### config.mk
export PLATFORM = sky130hd
export DESIGN_NAME = gsppm_curve_eval
export DESIGN_NICKNAME = d
export VERILOG_FILES = /design/src/rtl/gsppm_pkg.sv /design/src/rtl/gsppm_curve_eval.sv
export SDC_FILE = /design/constraint.sdc
export NUM_CORES = 2
export LEC_CHECK = 0
export ABC_AREA = 1
export BUFFER_PORTS_ARGS = -buffer_cell sky130_fd_sc_hd__buf_2
export CORE_AREA = 2 2 300 302
export DETAILED_ROUTE_END_ITERATION = 10
export DIE_AREA = 0 0 302 304
export SLEW_MARGIN = 30
export SYNTH_ARGS = -nofsm -noshare
export SYNTH_HDL_FRONTEND = slang
export SYNTH_SLANG_ARGS = --single-unit
### constraint.sdc
create_clock -name clock -period 6.65 [get_ports clock]
set_input_delay 0.9975 -clock clock [delete_from_list [all_inputs] [get_ports clock]]
set_output_delay 0.9975 -clock clock [all_outputs]
set_load 0.1 [all_outputs]
### src/rtl/gsppm_pkg.sv
package gsppm_pkg;

   localparam int MV_W      = 16;
   localparam int PPM_W     = 14;
   localparam int CSR_IDX_W = 2;
   localparam int PROD_W    = 32;
   localparam int A_W       = 22;
   localparam int B_W       = 18;
   localparam int SEG_W     = 4;
   localparam int SEG_COUNT = 14;
   localparam int LOW_W     = 10;

   localparam logic [CSR_IDX_W-1:0] CSR_SUPPLY    = 2'd0;
   localparam logic [CSR_IDX_W-1:0] CSR_CLEAN_AIR = 2'd1;

   localparam logic [MV_W-1:0] SUPPLY_RESET    = 16'd5000;
   localparam logic [MV_W-1:0] CLEAN_AIR_RESET = 16'd300;

   localparam logic [PPM_W-1:0] PPM_MAX = 14'd10000;

   // Division by ten of values below 2^18: multiply by ceil(2^22/10), keep bits 22 and up.
   localparam int DIV10_MUL_W = 19;
   localparam int DIV10_SHIFT = 22;
   localparam logic [DIV10_MUL_W-1:0] DIV10_MUL = 19'd419431;

   // Ratio override codes.
   localparam logic [1:0] OVR_NONE  = 2'd0;
   localparam logic [1:0] OVR_LIMIT = 2'd1;
   localparam logic [1:0] OVR_ZERO  = 2'd2;

   typedef struct packed {
      logic       valid;
      logic       kind;
      logic [1:0] ovr;
   } ctl_type;

   // Lower breakpoints in thousandths; a segment is taken when the ratio exceeds it.
   localparam logic [LOW_W-1:0] SEG_LOW [0:1][0:SEG_COUNT-1] = '{
      '{10'd1000, 10'd500, 10'd320, 10'd250, 10'd200, 10'd170, 10'd110,
        10'd87, 10'd72, 10'd65, 10'd52, 10'd43, 10'd0, 10'd0},
      '{10'd1000, 10'd250, 10'd170, 10'd140, 10'd115, 10'd95, 10'd80,
        10'd65, 10'd42, 10'd36, 10'd31, 10'd28, 10'd20, 10'd0}
   };

   // Slope magnitudes in tenths.
   localparam logic [A_W-1:0] SEG_A10 [0:1][0:SEG_COUNT-1] = '{
      '{22'd0, 22'd2000, 22'd5560, 22'd28600, 22'd40000, 22'd100000, 22'd166660,
        22'd435000, 22'd666660, 22'd1430000, 22'd1540000, 22'd3333330, 22'd0, 22'd0},
      '{22'd0, 22'd133, 22'd1240, 22'd3330, 22'd4000, 22'd5000, 22'd13330,
        22'd20000, 22'd43500, 22'd166660, 22'd200000, 22'd333330, 22'd625000, 22'd0}
   };

   // Intercepts in tenths.
   localparam logic [B_W-1:0] SEG_B10 [0:1][0:SEG_COUNT-1] = '{
      '{18'd1000, 18'd3000, 18'd4780, 18'd12150, 18'd15000, 18'd27000, 18'd38330,
        18'd67850, 18'd88000, 18'd143000, 18'd150000, 18'd243330, 18'd100000, 18'd100000},
      '{18'd0, 18'd133, 18'd410, 18'd770, 18'd860, 18'd980, 18'd1770,
        18'd2300, 18'd3820, 18'd9000, 18'd10200, 18'd14300, 18'd22500, 18'd0}
   };

   // Breakpoint in fixed point: floor(thousandths * 2^frac / 1000).
   function automatic logic [63:0] bp_calc(input logic [LOW_W-1:0] thou, input int frac);
      logic [63:0] scaled;
      scaled = 64'(thou) << frac;
      return scaled / 64'd1000;
   endfunction

endpackage

### src/rtl/gsppm_curve_eval.sv
module gsppm_curve_eval #(
   parameter int RATIO_FRAC_BITS = 20
) (
   input  logic                          clock,
   input  logic                          reset,
   input  gsppm_pkg::ctl_type            in_ctl,
   input  logic [RATIO_FRAC_BITS:0]      in_quo,
   output logic                          in_ready,
   output logic                          out_valid,
   output logic [gsppm_pkg::PPM_W-1:0]   out_ppm,
   input  logic                          out_ready
);
   import gsppm_pkg::*;

   localparam int RW   = RATIO_FRAC_BITS + 2;
   localparam int SUBW = RATIO_FRAC_BITS + A_W + 2;
   localparam int P10W = B_W + DIV10_MUL_W;
   localparam logic [RW-1:0] RATIO_LIMIT = {2'b10, {RATIO_FRAC_BITS{1'b0}}};

   logic [RW-1:0]      ratio;
   logic [SEG_COUNT-2:0] hit [0:1];
   logic [SEG_W-1:0]   seg;

   logic               e1_valid_ff, e2_valid_ff, e3_valid_ff, e4_valid_ff;
   logic               adv1, adv2, adv3, adv4;
   logic [RW-1:0]      e1_ratio_ff;
   logic [A_W-1:0]     e1_a10_ff, e1_a10_in;
   logic [B_W-1:0]     e1_b10_ff, e1_b10_in;
   logic [SUBW-1:0]    e2_sub_ff, e2_sub_in;
   logic [B_W-1:0]     e2_b10_ff;
   logic [B_W-1:0]     e3_val_ff, e3_val_in;
   logic [SUBW-1:0]    top;
   logic [SUBW-1:0]    line;
   logic [P10W-1:0]    tenth;
   logic [P10W-DIV10_SHIFT-1:0] quot;
   logic [PPM_W-1:0]   e4_ppm_ff, e4_ppm_in;

   assign adv4     = !e4_valid_ff || out_ready;
   assign adv3     = !e3_valid_ff || adv4;
   assign adv2     = !e2_valid_ff || adv3;
   assign adv1     = !e1_valid_ff || adv2;
   assign in_ready = adv1;

   always_comb begin
      case (in_ctl.ovr)
         OVR_NONE:  ratio = {1'b0, in_quo};
         OVR_LIMIT: ratio = RATIO_LIMIT;
         OVR_ZERO:  ratio = '0;
         default:   ratio = '0;
      endcase
   end

   // Breakpoint compares for both curves run side by side.
   for (genvar k = 0; k < 2; k++) begin : g_curve
      for (genvar i = 0; i < SEG_COUNT - 1; i++) begin : g_seg
         assign hit[k][i] = (SEG_LOW[k][i] == '0)
                          || (64'(ratio) > bp_calc(SEG_LOW[k][i], RATIO_FRAC_BITS));
      end
   end

   always_comb begin
      seg = SEG_W'(SEG_COUNT - 1);
      for (int i = SEG_COUNT - 2; i >= 0; i--) begin
         if (hit[in_ctl.kind][i]) begin
            seg = SEG_W'(i);
         end
      end
      e1_a10_in = SEG_A10[in_ctl.kind][seg];
      e1_b10_in = SEG_B10[in_ctl.kind][seg];
   end

   assign e2_sub_in = SUBW'(e1_a10_ff) * SUBW'(e1_ratio_ff);

   always_comb begin
      top  = SUBW'({e2_b10_ff, {RATIO_FRAC_BITS{1'b0}}});
      line = top - e2_sub_ff;
      if (e2_sub_ff >= top) begin
         e3_val_in = '0;
      end else begin
         e3_val_in = line[RATIO_FRAC_BITS +: B_W];
      end
   end

   always_comb begin
      tenth = P10W'(e3_val_ff) * P10W'(DIV10_MUL);
      quot  = tenth[P10W-1:DIV10_SHIFT];
      if (quot > (P10W-DIV10_SHIFT)'(PPM_MAX)) begin
         e4_ppm_in = PPM_MAX;
      end else begin
         e4_ppm_in = quot[PPM_W-1:0];
      end
   end

   always_ff @(posedge clock) begin
      if (reset) begin
         e1_valid_ff <= 1'b0;
         e2_valid_ff <= 1'b0;
         e3_valid_ff <= 1'b0;
         e4_valid_ff <= 1'b0;
      end else begin
         if (adv1) e1_valid_ff <= in_ctl.valid;
         if (adv2) e2_valid_ff <= e1_valid_ff;
         if (adv3) e3_valid_ff <= e2_valid_ff;
         if (adv4) e4_valid_ff <= e3_valid_ff;
      end
   end

   always_ff @(posedge clock) begin
      if (adv1) begin
         e1_ratio_ff <= ratio;
         e1_a10_ff   <= e1_a10_in;
         e1_b10_ff   <= e1_b10_in;
      end
      if (adv2) begin
         e2_sub_ff <= e2_sub_in;
         e2_b10_ff <= e1_b10_ff;
      end
      if (adv3) begin
         e3_val_ff <= e3_val_in;
      end
      if (adv4) begin
         e4_ppm_ff <= e4_ppm_in;
      end
   end

   assign out_valid = e4_valid_ff;
   assign out_ppm   = e4_ppm_ff;

endmodule
-- Yosys cells after proc, flatten, opt, wreduce, memory -nomap -nowiden
Index checks and enable logic that the tools add are counted.
- register bits after elaboration: 160
- logic and storage cells: 80
- reduce and logical (&&, ||, !) cells: 9
- $mul: 2
- add/subtract/negate cells: 1
- order comparisons: 25
- bitwise gates (word level): 2
- mux-type cells: 29
- eq/ne operators: 1
- operators with widths (cell ; number):
    308-bit 2-to-1 mux ; 2
    252-bit 2-to-1 mux ; 2
    275-bit 2-to-1 mux ; 1
    244-bit 2-to-1 mux ; 1
    22-bit by 17-bit > comparator with 1-bit output, second input constant ; 7
    22-bit binary-select mux with 4-bit select ; 1
    22-bit by 16-bit > comparator with 1-bit output, second input constant ; 4
    18-bit binary-select mux with 4-bit select ; 1
    22-bit by 15-bit > comparator with 1-bit output, second input constant ; 3
    22-bit by 18-bit > comparator with 1-bit output, second input constant ; 3
    44-bit by 38-bit >= comparator with 1-bit output ; 1
    22-bit by 19-bit > comparator with 1-bit output, second input constant ; 2
    22-bit by 22-bit multiplier with 44-bit output ; 1
    22-bit 2-to-1 mux ; 2
    22-bit case mux with 2 select lines ; 1
    13-bit 2-to-1 mux ; 3
    38-bit subtractor ; 1
    18-bit by 19-bit multiplier with 37-bit output, second input constant ; 1
    18-bit 2-to-1 mux ; 2
    4-bit 2-to-1 mux ; 8
    22-bit by 20-bit > comparator with 1-bit output, second input constant ; 1
    22-bit by 21-bit > comparator with 1-bit output, second input constant ; 1
    15-bit by 14-bit > comparator with 1-bit output, second input constant ; 1
    3-bit 2-to-1 mux ; 4
    other kinds (9) ; 15

-- Depth between registers and ports, before layout
- depth after elaboration: 23
- gate-level depth with buffers: 34
- depth with buffers taken out: 33

-- Worst setup path after synthesis
OpenSTA, ideal clock, no wires.
- kind: register to register
- start: register e1_a10_ff[9]
- end: register e2_sub_ff[37], data pin
- cell stages (with the launch flop): 28
- arrival time: 6322 ps
- path slack: 72 ps
- period minus slack after synthesis: 6578 ps
- required time: 6394 ps
- setup time: 256 ps
- cells stage by stage: edfxtp_1 > clkbuf_1 > nand2_1 > fa_1 > inv_1 > fa_1 > inv_1 > fa_1 > fa_1 > inv_1 > fa_1 > fa_1 > inv_1 > fa_1 > inv_1 > ha_1 > nand2_1 > o21ai_0 > a21oi_1 > o21ai_1 > a21oi_1 > o21bai_1 > a21oi_1 > o21ai_1 > and2_1 > nor2_1 > nand2_1 > nand2_1
- longest elaborated chain between the ends: 1
- RTL lines (element ; line ; text):
    start, declared ; gsppm_curve_eval.sv:27 ; logic [A_W-1:0] e1_a10_ff, e1_a10_in;
    start signal, assigned ; gsppm_curve_eval.sv:111 ; e1_a10_ff <= e1_a10_in;
    22-bit by 22-bit multiplier with 44-bit output ; gsppm_curve_eval.sv:72 ; assign e2_sub_in = SUBW'(e1_a10_ff) * SUBW'(e1_ratio_ff);
    named net e2_sub_in[37] ; gsppm_curve_eval.sv:29 ; logic [SUBW-1:0] e2_sub_ff, e2_sub_in;
    end signal, assigned ; gsppm_curve_eval.sv:115 ; e2_sub_ff <= e2_sub_in;
    end, declared ; gsppm_curve_eval.sv:29 ;
The timed path passes the listed nets, and every way through them passes these cells.
A chain may end at the register's enable or synchronous reset.

-- Worst setup path in the final report
- start: register e1_ratio_ff[4]
- end: register e2_sub_ff[42], data pin
- longest elaborated chain between the ends: 1
- RTL lines (element ; line ; text):
    start, declared ; gsppm_curve_eval.sv:26 ; logic [RW-1:0] e1_ratio_ff;
    start signal, assigned ; gsppm_curve_eval.sv:110 ; e1_ratio_ff <= ratio;
    22-bit by 22-bit multiplier with 44-bit output ; gsppm_curve_eval.sv:72 ;
    named net e2_sub_in[42] ; gsppm_curve_eval.sv:29 ;
The timed path passes the listed nets, and every way through them passes these cells.

==> impl_results.rst <==
.. list-table::
   :header-rows: 1

   * - Metric
     - Value
   * - Total die area
     - 0.0918 mm^2
   * - Global route total overflow
     - 0
   * - Worst Clk Skew
     - 0.0188 ns
   * - Post-synthesis cell count
     - 3765
   * - Setup slack of the most critical reg-to-reg path
     - 0.14 ns
   * - Overall global routing resource usage
     - 19.7%
   * - Net count after synthesis
     - 4618
   * - Die Ht
     - 304 um
   * - Category of the worst setup path capture point
     - flop
   * - Detailed-route via count
     - 24.5k
   * - Ant diodes
     - 0
   * - Filler cell count
     - 9047
   * - Clock period minus worst slack
     - 6.51 ns
   * - Top achievable clock speed
     - 154 MHz
   * - Detailed-route vias per instance
     - 4.74
   * - Number of input and output port buffers inserted
     - 43
   * - Final setup slack of the worst path
     - 0.138 ns
   * - Flop and latch count out of synthesis
     - 158
   * - Clock Latency Late Sink
     - 0.49 ns
   * - Fraction of registers with async set or reset after synthesis
     - 0%
   * - Period Utilization, post-route
     - 97.9%
   * - Average routed wire per standard cell
     - 17.1 um
   * - Depth of the CTS H-tree
     - 4
   * - Max Slew Vio Count
     - 0
   * - Die width
     - 302 um
   * - Biggest fanout along the worst timing path
     - 5
   * - CTS clk-pin slew, worst paths
     - 0.07 ns
   * - EDFF count, synth
     - 154
   * - Combined area of all synthesized cells
     - 0.0307 mm^2
   * - Avg Synthesized Cell Area
     - 8.16 um^2
   * - Worst min-delay path endpoint
     - e2_b10_ff[12]
   * - Syn. warnings
     - 0
   * - Number of antenna violations at the first check in global routing
     - 1
   * - Min-delay worst type
     - flop to flop
   * - Relative slew margins
     - 39.2%
   * - Seq/Total Area, Yosys
     - 15.3%
   * - First-pass GRT wire length
     - 140000 um
   * - CORE AREA
     - 0.0890 mm^2
   * - Proportion of layout cells with a drive suffix above 1
     - 12.4%
   * - Setup repair after global routing missed its margin
     - true
   * - Effective utilization at floorplan
     - 34.5%
   * - Largest net degree at the start of global routing
     - 64
   * - Crit Path Class
     - flop to flop
   * - Number of buffers on the longest clock path
     - 2
   * - First drt pass iteration count
     - 5
   * - Routed wire length
     - 88100 um
   * - Antenna Nets Post-Route
     - 0
   * - Worst Hold Launch
     - e1_b10_ff[12]
   * - Required time at the endpoint of the critical path
     - 6.89 ns
   * - Number of failing hold endpoints at the final stage
     - 0
   * - Worst hold path depth
     - 0
   * - Root buf cell
     - clkbuf_16
   * - Placed wire-length estimate after detailed placement
     - 75500 um
   * - Critical Path AT
     - 6.75 ns
   * - Status
     - complete, no violations
   * - Most used DFF post-synth
     - edfxtp_1
   * - Worst r2r path cells
     - 27
   * - Row count
     - 110
   * - Startpoint type of the worst setup path
     - flop
   * - Number of nets in the layout
     - 4833
   * - Number of top-level design ports
     - 44
   * - # DRC
     - 0
   * - Clock tree from TritonCTS
     - built
   * - Slew @ Worst Pin
     - 0.906 ns
   * - Capturing point of the worst reg2reg path
     - e2_sub_ff[42]
   * - Via count of the first global-routing pass
     - 25.5k
   * - Count of unique library cells instantiated by Yosys
     - 59
   * - CTS Buf Count
     - 17
   * - CTS Sinks
     - 158
   * - Max-cap violations
     - 0
   * - Final estimated routing congestion in global placement
     - 0.927
   * - Setup-failing EPs final
     - 0
   * - Worst slack after detailed placement
     - -0.259 ns
   * - Violation count after the first detailed-route iteration
     - 1480
   * - WHS
     - 0.422 ns
   * - Worst R2R Start
     - e1_ratio_ff[4]
   * - P&R area growth vs syn
     - 14.9%
   * - Final core occ
     - 39.6%
## final cells by class
class | instances | area [um^2] | share of cell area, %
inverter | 1031 | 3870 | 11.0
timing repair buffer | 302 | 2480 | 7.03
sequential | 158 | 4700 | 13.3
clock buffer | 18 | 429 | 1.22
tap | 1176 | 1470 | 4.17
multi-input combinational | 2470 | 22200 | 62.8
clock inverter | 14 | 170 | 0.482
## what timing repair did
action / in CTS / in global routing
buffers inserted: 6 / 16
cloned: 0 / 1
pin swaps: 24 / 77
hold buffers: 0 / 0
setup endpoints to repair: 14 / 26
gates resized for setup: 37 / 95
## worst max-delay path by stage
stage / start / to
6_report: e1_ratio_ff[4] / e2_sub_ff[42]
3_3_place_gp: e1_a10_ff[10] / e2_sub_ff[38]
2_1_floorplan: e1_a10_ff[9] / e2_sub_ff[37]
5_1_grt: e1_ratio_ff[12] / e2_sub_ff[37]
4_1_cts: e1_a10_ff[11] / e2_sub_ff[42]
3_5_place_dp: e1_ratio_ff[6] / e2_sub_ff[42]
## cell families (layout without fill, tap and decap cells)
| logic type | Yosys count | after routing | share of synthesized area, % |
|---|---|---|---|
| AO/OA/AOI/OAI | 347 | 347 | 6.38 |
| adder cells (fa/ha/maj) | 825 | 825 | 45.7 |
| buffers and inverters | 1137 | 1365 | 14.1 |
| XOR/XNOR | 64 | 64 | 1.82 |
| flip-flops | 158 | 158 | 15.3 |
| AND/OR/NAND/NOR | 1234 | 1234 | 16.7 |
## registers in the layout (all words and copies together) (netlist names), 14 cells and up
signal	count
e1_a10_ff	22
e1_b10_ff	16
e1_ratio_ff	22
e2_b10_ff	18
e2_sub_ff	44
e3_val_ff	18
out_ppm	14
## cells in the final DEF (no fill, tap or decap), drive strengths merged, types with 11 or more instances in the layout
cell       n
edfxtp   154
xnor2     26
a31oi     15
o21ai    113
ha       329
nand2    851
nor4      13
buf      302
o21a      11
a21oi    160
clkbuf    18
nor3      39
nor2     197
nand4     20
nand3     96
inv     1036
fa       496
xor2      38
## synth_stat cells (7+ instances only)
cell type  count  area share, %
o211ai_1       8           0.20
nor3_1        38           0.62
o21a_1        11           0.27
clkbuf_1      95            1.2
nand2_1      834             10
inv_1       1007             12
nand4_1       20           0.41
inv_2         22           0.27
a21oi_1      159            2.6
o21ai_0       82            1.3
xnor2_1       26           0.74
o21ai_1       25           0.41
nor4_1        12           0.24
nand3_1       89            1.5
nor2_4         7           0.26
nand2_2       12           0.24
xor2_1        38            1.1
a21o_1         8           0.20
fa_1         496             32
edfxtp_1     154             15
nor2_1       186            2.3
a31oi_1       15           0.31
ha_1         329             13
## per-stage QoR
step / area, um^2 / TNS, ns / instances
floorplan: 30700 / 0 / 3765
global placement: 34000 / -1.36 / 5114
detailed placement: 34000 / -2.45 / 5114
CTS: 34700 / 0 / 5152
global route: 35300 / -0.688 / 5169
finish: 35300 / 0 / 5169
## worst max-delay path, cell delays in order, from the launching register on
cell and delay (ns):
edfxtp_1 0.49, buf_6 0.20, nand2_1 0.06, inv_1 0.05
fa_1 0.45, fa_1 0.51, inv_1 0.05, fa_1 0.55
inv_1 0.05, fa_1 0.47, fa_1 0.52, fa_1 0.56
inv_1 0.07, fa_1 0.54, inv_1 0.07, ha_4 0.25
a21oi_2 0.14, o21ai_0 0.09, o21bai_2 0.21, a21boi_2 0.13
buf_4 0.14, o21ai_4 0.07, a21boi_2 0.19, o21ai_2 0.12
a21oi_2 0.15, inv_1 0.05, nand2_1 0.05, nand2_1 0.04
## metal layers
| layer | routed length, um | up-vias | global-route usage [%] | part of all wire [%] |
|---|---|---|---|---|
| met5 | 13 | - | 0 | 0.015 |
| met4 | 3450 | 2 | 7.52 | 3.9 |
| met3 | 3200 | 131 | 2.03 | 3.6 |
| met2 | 43800 | 536 | 33.9 | 50 |
| met1 | 37700 | 12101 | 25.3 | 43 |
| li1 | - | 11738 | - | - |
Power is not shown: default switching activity piles up to over one toggle a cycle in this logic, so the estimate is an artifact.
