`src/rtl/gsppm_pkg.sv`:
```
package gsppm_pkg;

   localparam int MV_W      = 16;
   localparam int PPM_W     = 14;
   localparam int CSR_IDX_W = 2;
   localparam int PROD_W    = 32;
   localparam int A_W       = 22;
   localparam int B_W       = 18;
   localparam int SEG_W     = 4;
   localparam int SEG_COUNT = 14;
   localparam int LOW_W     = 10;

   localparam logic [CSR_IDX_W-1:0] CSR_SUPPLY    = 2'd0;
   localparam logic [CSR_IDX_W-1:0] CSR_CLEAN_AIR = 2'd1;

   localparam logic [MV_W-1:0] SUPPLY_RESET    = 16'd5000;
   localparam logic [MV_W-1:0] CLEAN_AIR_RESET = 16'd300;

   localparam logic [PPM_W-1:0] PPM_MAX = 14'd10000;

   // Division by ten of values below 2^18: multiply by ceil(2^22/10), keep bits 22 and up.
   localparam int DIV10_MUL_W = 19;
   localparam int DIV10_SHIFT = 22;
   localparam logic [DIV10_MUL_W-1:0] DIV10_MUL = 19'd419431;

   // Ratio override codes.
   localparam logic [1:0] OVR_NONE  = 2'd0;
   localparam logic [1:0] OVR_LIMIT = 2'd1;
   localparam logic [1:0] OVR_ZERO  = 2'd2;

   typedef struct packed {
      logic       valid;
      logic       kind;
      logic [1:0] ovr;
   } ctl_type;

   // Lower breakpoints in thousandths; a segment is taken when the ratio exceeds it.
   localparam logic [LOW_W-1:0] SEG_LOW [0:1][0:SEG_COUNT-1] = '{
      '{10'd1000, 10'd500, 10'd320, 10'd250, 10'd200, 10'd170, 10'd110,
        10'd87, 10'd72, 10'd65, 10'd52, 10'd43, 10'd0, 10'd0},
      '{10'd1000, 10'd250, 10'd170, 10'd140, 10'd115, 10'd95, 10'd80,
        10'd65, 10'd42, 10'd36, 10'd31, 10'd28, 10'd20, 10'd0}
   };

   // Slope magnitudes in tenths.
   localparam logic [A_W-1:0] SEG_A10 [0:1][0:SEG_COUNT-1] = '{
      '{22'd0, 22'd2000, 22'd5560, 22'd28600, 22'd40000, 22'd100000, 22'd166660,
        22'd435000, 22'd666660, 22'd1430000, 22'd1540000, 22'd3333330, 22'd0, 22'd0},
      '{22'd0, 22'd133, 22'd1240, 22'd3330, 22'd4000, 22'd5000, 22'd13330,
        22'd20000, 22'd43500, 22'd166660, 22'd200000, 22'd333330, 22'd625000, 22'd0}
   };

   // Intercepts in tenths.
   localparam logic [B_W-1:0] SEG_B10 [0:1][0:SEG_COUNT-1] = '{
      '{18'd1000, 18'd3000, 18'd4780, 18'd12150, 18'd15000, 18'd27000, 18'd38330,
        18'd67850, 18'd88000, 18'd143000, 18'd150000, 18'd243330, 18'd100000, 18'd100000},
      '{18'd0, 18'd133, 18'd410, 18'd770, 18'd860, 18'd980, 18'd1770,
        18'd2300, 18'd3820, 18'd9000, 18'd10200, 18'd14300, 18'd22500, 18'd0}
   };

   // Breakpoint in fixed point: floor(thousandths * 2^frac / 1000).
   function automatic logic [63:0] bp_calc(input logic [LOW_W-1:0] thou, input int frac);
      logic [63:0] scaled;
      scaled = 64'(thou) << frac;
      return scaled / 64'd1000;
   endfunction

endpackage

```
`src/rtl/gsppm_div_cell.sv`:
```
module gsppm_div_cell #(
   parameter int RATIO_FRAC_BITS = 20
) (
   input  logic                                  clock,
   input  logic                                  reset,
   input  gsppm_pkg::ctl_type                    in_ctl,
   output logic                                  in_ready,
   input  logic [gsppm_pkg::PROD_W:0]            in_trial,
   input  logic [gsppm_pkg::PROD_W-1:0]          in_den,
   input  logic [RATIO_FRAC_BITS:0]              in_quo,
   output gsppm_pkg::ctl_type                    out_ctl,
   input  logic                                  out_ready,
   output logic [gsppm_pkg::PROD_W:0]            out_trial,
   output logic [gsppm_pkg::PROD_W-1:0]          out_den,
   output logic [RATIO_FRAC_BITS:0]              out_quo
);
   import gsppm_pkg::*;

   ctl_type                  ctl_ff, ctl_in;
   logic [PROD_W-1:0]        rem_ff, rem_in;
   logic [PROD_W-1:0]        den_ff;
   logic [RATIO_FRAC_BITS:0] quo_ff, quo_in;
   logic [PROD_W:0]          diff;
   logic                     ge;
   logic                     over;
   logic                     load;

   assign load     = !ctl_ff.valid || out_ready;
   assign in_ready = load;

   // One restoring division step. A trial at or above twice the divisor first shows
   // in the integer step and means the ratio is at least 2.0.
   always_comb begin
      ge     = in_trial >= {1'b0, in_den};
      over   = in_trial >= {in_den, 1'b0};
      diff   = in_trial - {1'b0, in_den};
      rem_in = ge ? diff[PROD_W-1:0] : in_trial[PROD_W-1:0];
      quo_in = {in_quo[RATIO_FRAC_BITS-1:0], ge};
      ctl_in = in_ctl;
      if (in_ctl.ovr == OVR_NONE && over) begin
         ctl_in.ovr = OVR_LIMIT;
      end
   end

   always_ff @(posedge clock) begin
      if (reset) begin
         ctl_ff <= '0;
      end else if (load) begin
         ctl_ff <= ctl_in;
      end
   end

   always_ff @(posedge clock) begin
      if (load) begin
         rem_ff <= rem_in;
         den_ff <= in_den;
         quo_ff <= quo_in;
      end
   end

   assign out_ctl   = ctl_ff;
   assign out_trial = {rem_ff, 1'b0};
   assign out_den   = den_ff;
   assign out_quo   = quo_ff;

endmodule

```
`config.mk`:
```
export PLATFORM = sky130hd
export DESIGN_NAME = gsppm_div_cell
export DESIGN_NICKNAME = d
export VERILOG_FILES = /design/src/rtl/gsppm_pkg.sv /design/src/rtl/gsppm_div_cell.sv
export SDC_FILE = /design/constraint.sdc
export NUM_CORES = 1
export LEC_CHECK = 0
export ABC_AREA = 1
export ABC_CLOCK_PERIOD_IN_PS = 5000
export BUFFER_PORTS_ARGS = -buffer_cell sky130_fd_sc_hd__clkbuf_2
export CAP_MARGIN = 20
export CELL_PAD_IN_SITES_DETAIL_PLACEMENT = 1
export CELL_PAD_IN_SITES_GLOBAL_PLACEMENT = 1
export CORE_MARGIN = 3
export CORE_UTILIZATION = 38
export DETAILED_ROUTE_END_ITERATION = 16
export GPL_TIMING_DRIVEN = 0
export MAX_ROUTING_LAYER = met4
export PLACE_DENSITY_LB_ADDON = 0.1
export SYNTH_ARGS = -nofsm -noshare
export SYNTH_HDL_FRONTEND = slang
export SYNTH_SLANG_ARGS = --single-unit
```
`constraint.sdc`:
```
create_clock -name clock -period 5 [get_ports clock]
set_input_delay 1.25 -clock clock [delete_from_list [all_inputs] [get_ports clock]]
set_output_delay 1.25 -clock clock [all_outputs]
set_load 0.02 [all_outputs]
```
Word-level counts from Yosys, hierarchy flattened
Cells that the tools add are included.

word-level totals
  output and inout port bits = 91
  logic and storage cells = 15
  bits in registers = 89

cells by class
  $add $sub $neg = 1
  magnitude comparators = 2
  reduce and logical (&&, ||, !) cells = 4
  muxes and demuxes = 2

operators by type and width
  cell               count
  $ge 33x32->1       1
  $ge 33x33->1       1
  $mux 32            1
  $sub 32x32->32     1
  $logic_not 2->1    1
  $mux 2             1
  $logic_and 1x1->1  1
  $logic_not 1->1    1
  $logic_or 1x1->1   1

Depth between registers and ports, before layout
Gate-level depths: netlist of run 1.

  word-level depth = 3
  depth in mapped cells = 16
  gate-level depth less buffers = 16

Worst setup path before layout of run 1
Ideal clock, no wire load.

  path kind = input -> output
  start = input out_ready
  end = output in_ready
  stages on the path = 2
  required time = 3750 ps
  slack = 615 ps
  arrival = 3135 ps
  buffers on the path = 0
  path through = nor2_1 inv_1

on the way
  longest elaborated chain between the ends = 1

RTL lines
  what              line                  RTL
  start, declared   gsppm_div_cell.sv:12  input logic out_ready,
  $logic_or 1x1->1  gsppm_div_cell.sv:28  assign load = !ctl_ff.valid || out_ready;
  end, declared     gsppm_div_cell.sv:7   output logic in_ready,

Every way passes these cells.

Final worst setup path of run 1
Same ends and word-level chain as after synthesis.

==> out/results.txt, run 1 <==
post-CTS setup buffers: 0
WP data arrival: 2200 ps
RSZ-0062 raised after global routing: false
# DRC: 0
CTS tree: done
peak supply drop: 0.1585 mV
syn_nets: 1037
Hold Path Class: reg -> reg
fraction of the mapped netlist area in compound gates: 0.04276
# rows: 47
Die Y: 137.3 um
Synth area leader: edfxtp_1
Final setup viols: 0
drt first pass iters: 4
Cells after Synth: 879
sum of buffers and inverters on the critical path: 3
hold buffer count at cts: 0
clock skew: 8.898 ps
Area contributors post-synth: edfxtp_1 39%, nand2_1 19%, ha_1 12%
Initial Util: 0.3910
R2R Setup Slk: 3450 ps
YS warnings: 0
post-detail-place hpwl: 17.14 mm
post-synthesis xor/xnor area fraction: 0.02272
#FFs+latches synth: 89
fin nets: 1230
crit path cell chain: clkbuf_2, nor2_1, inv_4, clkbuf_2
Seq/Total Area, Yosys: 0.4017
worst slack, placed: 1531 ps
slowest CP cell: nor2_1
worst-margin pin slew: 536.4 ps
most common cell after layout, fill and taps aside: nand2_1
Antenna diodes: 0
vias after detailed routing: 6195
P&R area growth vs syn: 22.81%
syn_area_per_cell: 7.456 um2
initial drt markers: 278
Routed Antenna Nets: 0
maxcap violations: 0
Period Utilization, post-route: 0.6891
kind of cell adding the most delay to the critical path: buffers and inverters
WP data required: 3750 ps
largest family of logic cells by synthesized area: simple AND/OR/NAND/NOR gates
gr ovfl total: 0
H-tree depth: 3
Synth top area share: 0.3895
post-CTS resize count: 0
Overall Power: 2.340 mW
R2R Path Start: out_ctl[3]$_SDFFE_PP0P_
CTS buffer count: 9
clock sinks: 89
antenna violations before repair: 0
Peak Freq: 0.2902 GHz
Post-Syn Area: 0.006554 mm2
post-layout min period: 3446 ps
I/O pins: 184
power per cell area: 290.7 mW/mm2
CTS clk-pin slew, worst paths: 70 ps
cell depth of the worst setup path: 4
die width: 137.3 um
Leak Pwr: 4.559 nW
TNS Setup: 0 ps
Synth Area in Simple Gates: 0.3062
Crit path largest cell delay: 310 ps
Routed WL: 20.37 mm
Top cell by count, worst path: clkbuf_2
CP endpoint: in_ready
CTS Root Cell: clkbuf_16
relative slew slack: 0.6424
Setup crit end kind: output port
Clk Latency, worst-skew pair: 360 ps
Die Area: 0.01886 mm2
status: completed
crit path launch: out_ready
largest net degree at the start of global routing: 51
port bufs: 181
adder-cell area share of the yosys netlist: 0.1252
Worst R2R Path Depth: 4
Final Hold Fails: 0
worst r2r dst: out_den[1]$_DFFE_PP_
Final Slew Violations: 0
Startpoint Class: primary input
commonest cells after routing, fill and taps aside: 337 x nand2_1, 181 x clkbuf_2, 156 x inv_1
vias per cell: 4.776
critical setup path kind: in -> out
core area: 0.01676 mm2
synth unique cells: 31
Max FO, Critical Path: 41
Clock Path Buffers: 2
first-pass GRT wire length: 32.46 mm
gpl congestion: 0.8915
post-synthesis mux area share: 0
layout cells sized above 1: 0.2015
setup ws final: 1554 ps
WL per Instance: 15.70 um
number of global-route vias before repair: 6441
total track usage: 0.2274
final cells by class:
| cell class | count | area, um2 |
|---|---|---|
| plain buffers | 10 | 71.32 |
| well taps | 220 | 275.3 |
| clock inverters | 7 | 58.81 |
| flip-flops and latches | 89 | 2633 |
| inverters | 157 | 591.8 |
| fillers | 2240 | 8711 |
| clock buffers | 9 | 225.2 |
| repair buffers | 182 | 933.4 |
| multi-input cells | 623 | 3261 |
synthesized netlist by cell type:
cell type  instances
a21o_1             3
buf_2              6
nor2_2             4
nand3_1           71
o21ai_0            2
o211a_2            1
ha_1              64
a21oi_1           36
a211oi_1           1
nand2_4            2
and2_1             1
nand3b_1           1
o21a_1             2
conb_1             1
and3_1             2
o21ai_1            1
inv_1            157
nand2_1          337
edfxtp_1          85
o21bai_1           4
fa_1               1
buf_6              3
nor3_1             9
buf_4              1
nand4_1            5
nor2_1            56
nand3b_4           1
xor2_1            16
dfxtp_1            4
nand2_2            1
xnor2_1            1
power by group:
part	total (mW)	switching [mW]	internal, mW
sequential	0.940	0.0219	0.918
clock	0.673	0.325	0.348
combinational	0.727	0.489	0.238
flip-flops by register name, indices dropped and copies added, names as in the netlist:
signal,count
out_ctl,4
out_den,32
out_quo,21
rem_ff,32
through the flow:
| step | hold WS [ps] | util | instance area [um2] | instances |
|---|---|---|---|---|
| 3_3_place_gp | 461.4 | 0.4615 | 7735 | 1280 |
| 2_1_floorplan | 534.3 | - | 6554 | 879 |
| 6_report | 491.8 | 0.4803 | 8049 | 1297 |
| 3_5_place_dp | 487.1 | 0.4633 | 7765 | 1281 |
| 4_1_cts | 497.0 | 0.4803 | 8049 | 1297 |
| 5_1_grt | 531.7 | 0.4803 | 8049 | 1297 |
how the worst min path moves through the flow:
stage / startpoint / end / slack (ps) / cells past startpoint
after floorplan: out_ctl[2]$_SDFFE_PP0P_ / out_ctl[2]$_SDFFE_PP0P_ / 530 / 2
after global placement: out_ctl[2]$_SDFFE_PP0P_ / out_ctl[2]$_SDFFE_PP0P_ / 460 / 2
after detailed placement: out_ctl[1]$_SDFFE_PP0P_ / out_ctl[1]$_SDFFE_PP0P_ / 490 / 2
after CTS: out_ctl[1]$_SDFFE_PP0P_ / out_ctl[1]$_SDFFE_PP0P_ / 500 / 2
after global routing: out_ctl[2]$_SDFFE_PP0P_ / out_ctl[2]$_SDFFE_PP0P_ / 530 / 2
final: out_ctl[1]$_SDFFE_PP0P_ / out_ctl[1]$_SDFFE_PP0P_ / 490 / 2
logic make-up (layout without fill, tap and decap cells):
group | count (synthesis) | count (layout)
xor gates and xnor gates | 17 | 17
and+or+nand+nor | 490 | 490
DFF | 89 | 89
AOI/OAI and AO/OA | 50 | 50
buffers and inverters | 167 | 365
adders and majority gates | 65 | 65
other | 1 | 1
metal layers:
metal	vias up	track usage	wire length, um	share of wire
met4	0	0.05266	328	0.016
met2	150	0.3627	9143	0.45
met1	2844	0.3053	9710	0.48
met3	23	0.03725	1185	0.058
met5	-	-	0	0
li1	3178	-	-	-
worst register-to-register path, cell delays in order, from the launching register on:
cell and delay, ps:
dfxtp_1 330, inv_1 40, nor2_1 290, inv_4 290
buf_16 290
(Power assumes the default switching activity.)
==> run 2, diff against run 1 <==
- ABC_AREA: 1 -> 0
- ABC_CLOCK_PERIOD_IN_PS: 5000 -> 3000
- CORE_UTILIZATION: 38 -> 36
- clock period: 5 -> 3 ns (I/O delays scaled with it)
==> out/results.txt, run 2 <==
failing checks: setup timing
vias per cell: 5.168 (+8.2%)
Period Utilization, post-route: 1.014
Peak Freq: 0.3288 GHz
register area: 0.002633 mm2 (unchanged)
M1 wire length: 7.520 mm (-23%)
Hold Path Class: reg -> reg
Final Slew Violations: 0 (unchanged)
I/O pins: 184 (unchanged)
antenna violations before repair: 0 (unchanged)
H-tree depth: 3 (unchanged)
Setup crit end kind: register
relative slew slack: 0.5822 (-0.06020)
critical setup path kind: in -> reg
EDFF count, synth: 85 (unchanged)
first-pass GRT wire length: 27.61 mm (-15%)
Max FO, Critical Path: 3 (-93%)
setup ws final: -41.02 ps (-1595 ps)
Synth top area share: 0.4488 (+0.05938)
Initial Util: 0.3713 (-0.01972)
Seq/Total Area, Yosys: 0.4629 (+0.06125)
ys flop type: edfxtp_1
Post-Syn Area: 0.005687 mm2 (-13%)
gr ovfl total: 0 (unchanged)
YS warnings: 0 (unchanged)
vias after detailed routing: 4951 (-20%)
Final setup viols: 1 (+1)
synth unique cells: 57 (+84%)
Final Hold Slack: 518.4 ps (+26.61 ps)
post-layout min period: 3041 ps
syn_nets: 678 (-35%)
CTS buffer count: 9 (unchanged)
largest net degree at the start of global routing: 52 (+2.0%)
initial drt markers: 234 (-16%)
Routed WL: 17.65 mm (-13%)
worst-margin pin slew: 626.7 ps (+90.30 ps)
# rows: 45 (-4.3%)
Clk Latency, worst-skew pair: 350 ps (about the same)
Leak Pwr: 3.682 nW (-19%)
Final Hold Fails: 0 (unchanged)
clock sinks: 89 (unchanged)
Startpoint Class: primary input
gpl congestion: 0.8125 (-8.9%)
post-layout instance area: 0.008028 mm2 (-0.26%)
Synth area leader: edfxtp_1
most common cell after layout, fill and taps aside: clkbuf_2
status: finished with violations
Placed Area: 0.006937 mm2 (-11%)
port bufs: 181 (unchanged)
most common library cells after synthesis: 85 x edfxtp_1, 64 x ha_1, 54 x a21oi_1
RSZ-0062 raised after global routing: true
commonest cells after routing, fill and taps aside: 175 x clkbuf_2, 85 x edfxtp_1, 48 x a21oi_1
top layer in use: met4
P&R area growth vs syn: 41.17%
Clock Path Buffers: 2 (unchanged)
Multi-input gate area: 0.003254 mm2 (-0.19%)
worst slack, placed: -694.9 ps (-2226 ps)
syn_area_per_cell: 10.94 um2 (+47%)
#FFs+latches synth: 89 (unchanged)
fin nets: 900 (-27%)
most frequent cell after synthesis: edfxtp_1
clock skew: 9.372 ps (+0.4739 ps)
WP data required: 3100 ps (-650 ps)
post-detail-place hpwl: 12.83 mm (-25%)
power per cell area: 514.9 mW/mm2 (+77%)
total track usage: 0.2030 (-0.02439)
CTS tree: done
TNS Setup: -41.02 ps (-41.02 ps)
CTS clk-pin slew, worst paths: 70 ps (about the same)
Routed Antenna Nets: 0 (unchanged)
Die Area: 0.01734 mm2 (-8.0%)
layout cells sized above 1: 0.4485 (+0.2470)
WL met3: 721 um (-39%)
met2 wire len: 9.147 mm (about the same)
# DRC: 0 (unchanged)
Die Y: 131.7 um (-4.1%)
die width: 131.7 um (-4.1%)
maxcap violations: 0 (unchanged)
final-layout fill cell count: 1714 (-23%)
Cells after Synth: 520 (-41%)
Area contributors post-synth: edfxtp_1 45%, ha_1 14%, a21oi_1 4.8%
core area: 0.01531 mm2 (-8.6%)
Antenna diodes: 0 (unchanged)
number of global-route vias before repair: 5347 (-17%)
drt first pass iters: 4 (unchanged)
hold buffer count at cts: 0 (unchanged)
Overall Power: 4.133 mW (+77%)
CTS Root Cell: clkbuf_16
peak supply drop: 0.3098 mV (+95%)
WP data arrival: 3140 ps (+940 ps)
Async S/R FF share, synth: 0 (unchanged)
WL per Instance: 18.42 um (+17%)
run 2: cell types whose count changed in the layout (fill, tap and decap cells not counted), moves of 9 or more:
cell	change
nand2_1	-312
inv_1	-127
nand3_1	-62
buf_4	+29
nor2_1	-28
a21o_1	+24
ha_1	-17
ha_4	+15
o21ai_0	+13
a21oi_1	+12
nor2_2	+10
xnor2_1	+10
buf_6	+9
mux2_4	+9
run 2: routing by layer:
metal / track usage / up-vias
met5: - / -
met3: 0.03943 / 22
met2: 0.3556 / 130
li1: - / 2388
met1: 0.2399 / 2411
met4: 0.05309 / 0
run 2: cell families after synthesis:
group | synth area share
AOI/OAI and AO/OA | 0.1771
and+or+nand+nor | 0.1034
DFF | 0.4629
adders and majority gates | 0.1443
buffers and inverters | 0.04576
xor gates and xnor gates | 0.03850
muxes | 0.02728
other | 0.0006594
run 2: power breakdown:
group	switching [mW]	internal, mW	total, mW	leakage [nW]
combinational	0.764	0.561	1.32	2.62
clock	0.562	0.675	1.24	0.158
sequential	0.0386	1.53	1.57	0.908
run 2: layout make-up:
type	count	share of cell area
repair buffers	215	0.1562
clock inverters	7	0.01216
flip-flops and latches	89	0.3279
clock buffers	9	0.02805
inverters	37	0.01792
plain buffers	14	0.01948
multi-input cells	376	0.4054
well taps	211	0.03289
run 2: worst paths after layout:
check,end,slack [ps],startpoint,depth (start not counted)
worst max-delay path,rem_ff[17]$_DFFE_PP_,-40,in_trial[1],11
worst min-delay path,out_ctl[2]$_SDFFE_PP0P_,520,out_ctl[2]$_SDFFE_PP0P_,2
worst max register to register,out_ctl[0]$_SDFFE_PP0P_,1220,out_ctl[3]$_SDFFE_PP0P_,6
worst min register to register,out_ctl[2]$_SDFFE_PP0P_,520,out_ctl[2]$_SDFFE_PP0P_,2
run 2: repair_timing:
item | in CTS | in global routing
endpoints found under the setup margin | 33 | 32
gates resized for setup | 41 | 66
buffers inserted | 21 | 10
pin swaps | 16 | 17
cloned | 1 | 1
run 2: worst max-delay path: stages:
cell and delay (ps):
buf_2 130, ha_4 240, nor2b_2 150, o31a_1 300, buf_4 160, o21ai_0 330
a21oi_1 190, or2_2 370, a31oi_1 250, xor2_1 180, a21oi_1 80
run 2: stage by stage:
step	util	std cells
global placement	0.4510	912
global route	0.5242	958
detailed placement	0.4529	913
CTS	0.5019	948
floorplan	-	520
finish	0.5242	958
==> run 3, diff against run 2 <==
- ABC_AREA: 0 -> 1
- CORE_UTILIZATION: 36 -> 34
- RECOVER_POWER: not set -> 25
==> out/results.txt, run 3 (synthesized netlist as in run 1, its figures left out) <==
Routed WL: 20.95 mm (+19%)
port bufs: 181 (unchanged)
status: completed
Peak Freq: 0.3742 GHz (+14%)
post-detail-place hpwl: 17.58 mm (+37%)
Final Hold Slack: 473.1 ps (-45.29 ps)
vias per cell: 4.587 (-11%)
R2R Path Start: out_ctl[3]$_SDFFE_PP0P_
final-layout fill cell count: 2431 (+42%)
relative slew slack: 0.6086 (+0.02642)
HP Start: out_ctl[2]$_SDFFE_PP0P_
Period Utilization, post-route: 0.8907 (-0.1230)
clock sinks: 89 (unchanged)
crit path cell chain: clkbuf_2, nor2_1, clkinvlp_4, buf_12, clkbuf_2
CTS buffer count: 9 (unchanged)
Setup crit end kind: output port
I/O pins: 184 (unchanged)
power per cell area: 488.8 mW/mm2 (-5.1%)
CTS Root Cell: clkbuf_16
hold path endpoint: out_ctl[2]$_SDFFE_PP0P_
vias after detailed routing: 6146 (+24%)
number of global-route vias before repair: 6119 (+14%)
Routed Antenna Nets: 0 (unchanged)
Post-Layout Cell Count: 1340 (+40%)
sum of buffers and inverters on the critical path: 4 (+2)
Initial Util: 0.3480 (-0.02328)
Clk Latency, worst-skew pair: 360 ps (about the same)
hold buffer count at cts: 0 (unchanged)
kind of cell adding the most delay to the critical path: buffers and inverters
most common cell after layout, fill and taps aside: nand2_1
Worst R2R Path Depth: 3 (-3)
layout cells sized above 1: 0.1667 (-0.2818)
gr ovfl total: 0 (unchanged)
maxcap violations: 0 (unchanged)
# rows: 50 (+11%)
initial drt markers: 210 (-10%)
CTS clk-pin slew, worst paths: 70 ps (about the same)
WP data arrival: 1920 ps (-1220 ps)
WL per Instance: 15.64 um (-15%)
Die Area: 0.02098 mm2 (+21%)
R2R Setup Slk: 1100 ps (-120 ps)
H-tree depth: 3 (unchanged)
Hold Path Class: reg -> reg
drt first pass iters: 5 (+1)
Max FO, Critical Path: 35 (+32)
post-CTS setup buffers: 1 (-95%)
core area: 0.01883 mm2 (+23%)
Leak Pwr: 4.449 nW (+21%)
commonest cells after routing, fill and taps aside: 337 x nand2_1, 156 x inv_1, 141 x clkbuf_2
Final Slew Violations: 0 (unchanged)
clock skew: 8.436 ps (-0.9366 ps)
CTS tree: done
die width: 144.8 um (+10%)
total track usage: 0.2069 (+0.003837)
RSZ-0062 raised after global routing: false
slowest CP cell: nor2_1
fin nets: 1233 (+37%)
worst-margin pin slew: 583.9 ps (-42.84 ps)
Die Y: 144.8 um (+10%)
Top cell by count, worst path: clkbuf_2
Cell Count Post-Placement: 1322 (+45%)
Crit path largest cell delay: 420 ps (+50 ps)
post-layout min period: 2672 ps (-369.0 ps)
peak supply drop: 0.2731 mV (-12%)
antenna violations before repair: 0 (unchanged)
Hold Path Depth: 2 (unchanged)
final core occ: 0.4298 (-0.09435)
Final Hold Fails: 0 (unchanged)
worst r2r dst: out_den[19]$_DFFE_PP_
post-CTS resize count: 0 (-100%)
P&R area growth vs syn: 23.50%
Antenna diodes: 0 (unchanged)
Clock Path Buffers: 2 (unchanged)
Final setup viols: 0 (-1)
gpl congestion: 0.8817 (+8.5%)
# DRC: 0 (unchanged)
largest net degree at the start of global routing: 36 (-31%)
first-pass GRT wire length: 32.34 mm (+17%)
WP data required: 2250 ps (-850 ps)
critical setup path kind: in -> out
Startpoint Class: primary input
TNS Setup: 0 ps (+41.02 ps)
## run 3: worst max-delay path by stage
stage / from / end / slack (ps) / cells after the start
after global placement: out_ready / in_ready / -1030 / 4
after floorplan: out_ready / in_ready / 70 / 2
after global routing: in_den[24] / rem_ff[24]$_DFFE_PP_ / 220 / 13
after detailed placement: out_ready / in_ready / -60 / 5
final: out_ready / in_ready / 330 / 5
after CTS: out_ready / in_ready / 240 / 5
## run 3: final cells by class
| cell class | instances | area (um2) | area share |
|---|---|---|---|
| tap | 260 | 325.3 | 0.04019 |
| timing repair inverter | 1 | 5.005 | 0.0006183 |
| inverter | 157 | 593.1 | 0.07327 |
| timing repair buffer | 184 | 903.4 | 0.1116 |
| multi-input combinational | 623 | 3261 | 0.4028 |
| clock buffer | 9 | 225.2 | 0.02783 |
| clock inverter | 7 | 77.57 | 0.009584 |
| buffer | 10 | 71.32 | 0.008811 |
| sequential | 89 | 2633 | 0.3252 |
## run 3: per-stage QoR
stage | total power [mW] | worst slack, ps | instance area (um2)
after floorplan | 2.371 | 71.05 | 6558
after global placement | 2.790 | -1028 | 7789
after detailed placement | 2.814 | -56.96 | 7829
after CTS | 4.023 | 240.8 | 8144
after global routing | 4.202 | 216.6 | 8094
final | 3.956 | 328.0 | 8094
## run 3: power breakdown
part           internal (mW)  switching (mW)
Clock                  0.653           0.530
Sequential              1.53          0.0362
Combinational          0.389           0.818
Total                   2.57            1.38
## run 3: routing by layer
metal | global-route usage | vias up | wire (um)
met2 | 0.3260 | 156 | 9286
met5 | - | - | 0
met3 | 0.02892 | 14 | 1180
li1 | - | 3178 | -
met1 | 0.2841 | 2798 | 10280
met4 | 0.04615 | 0 | 204
## run 3: worst min-delay path, stage by stage, from the launching register on
cell	delay [ps]
dfxtp_1	310
nand2_1	60
a21oi_1	60
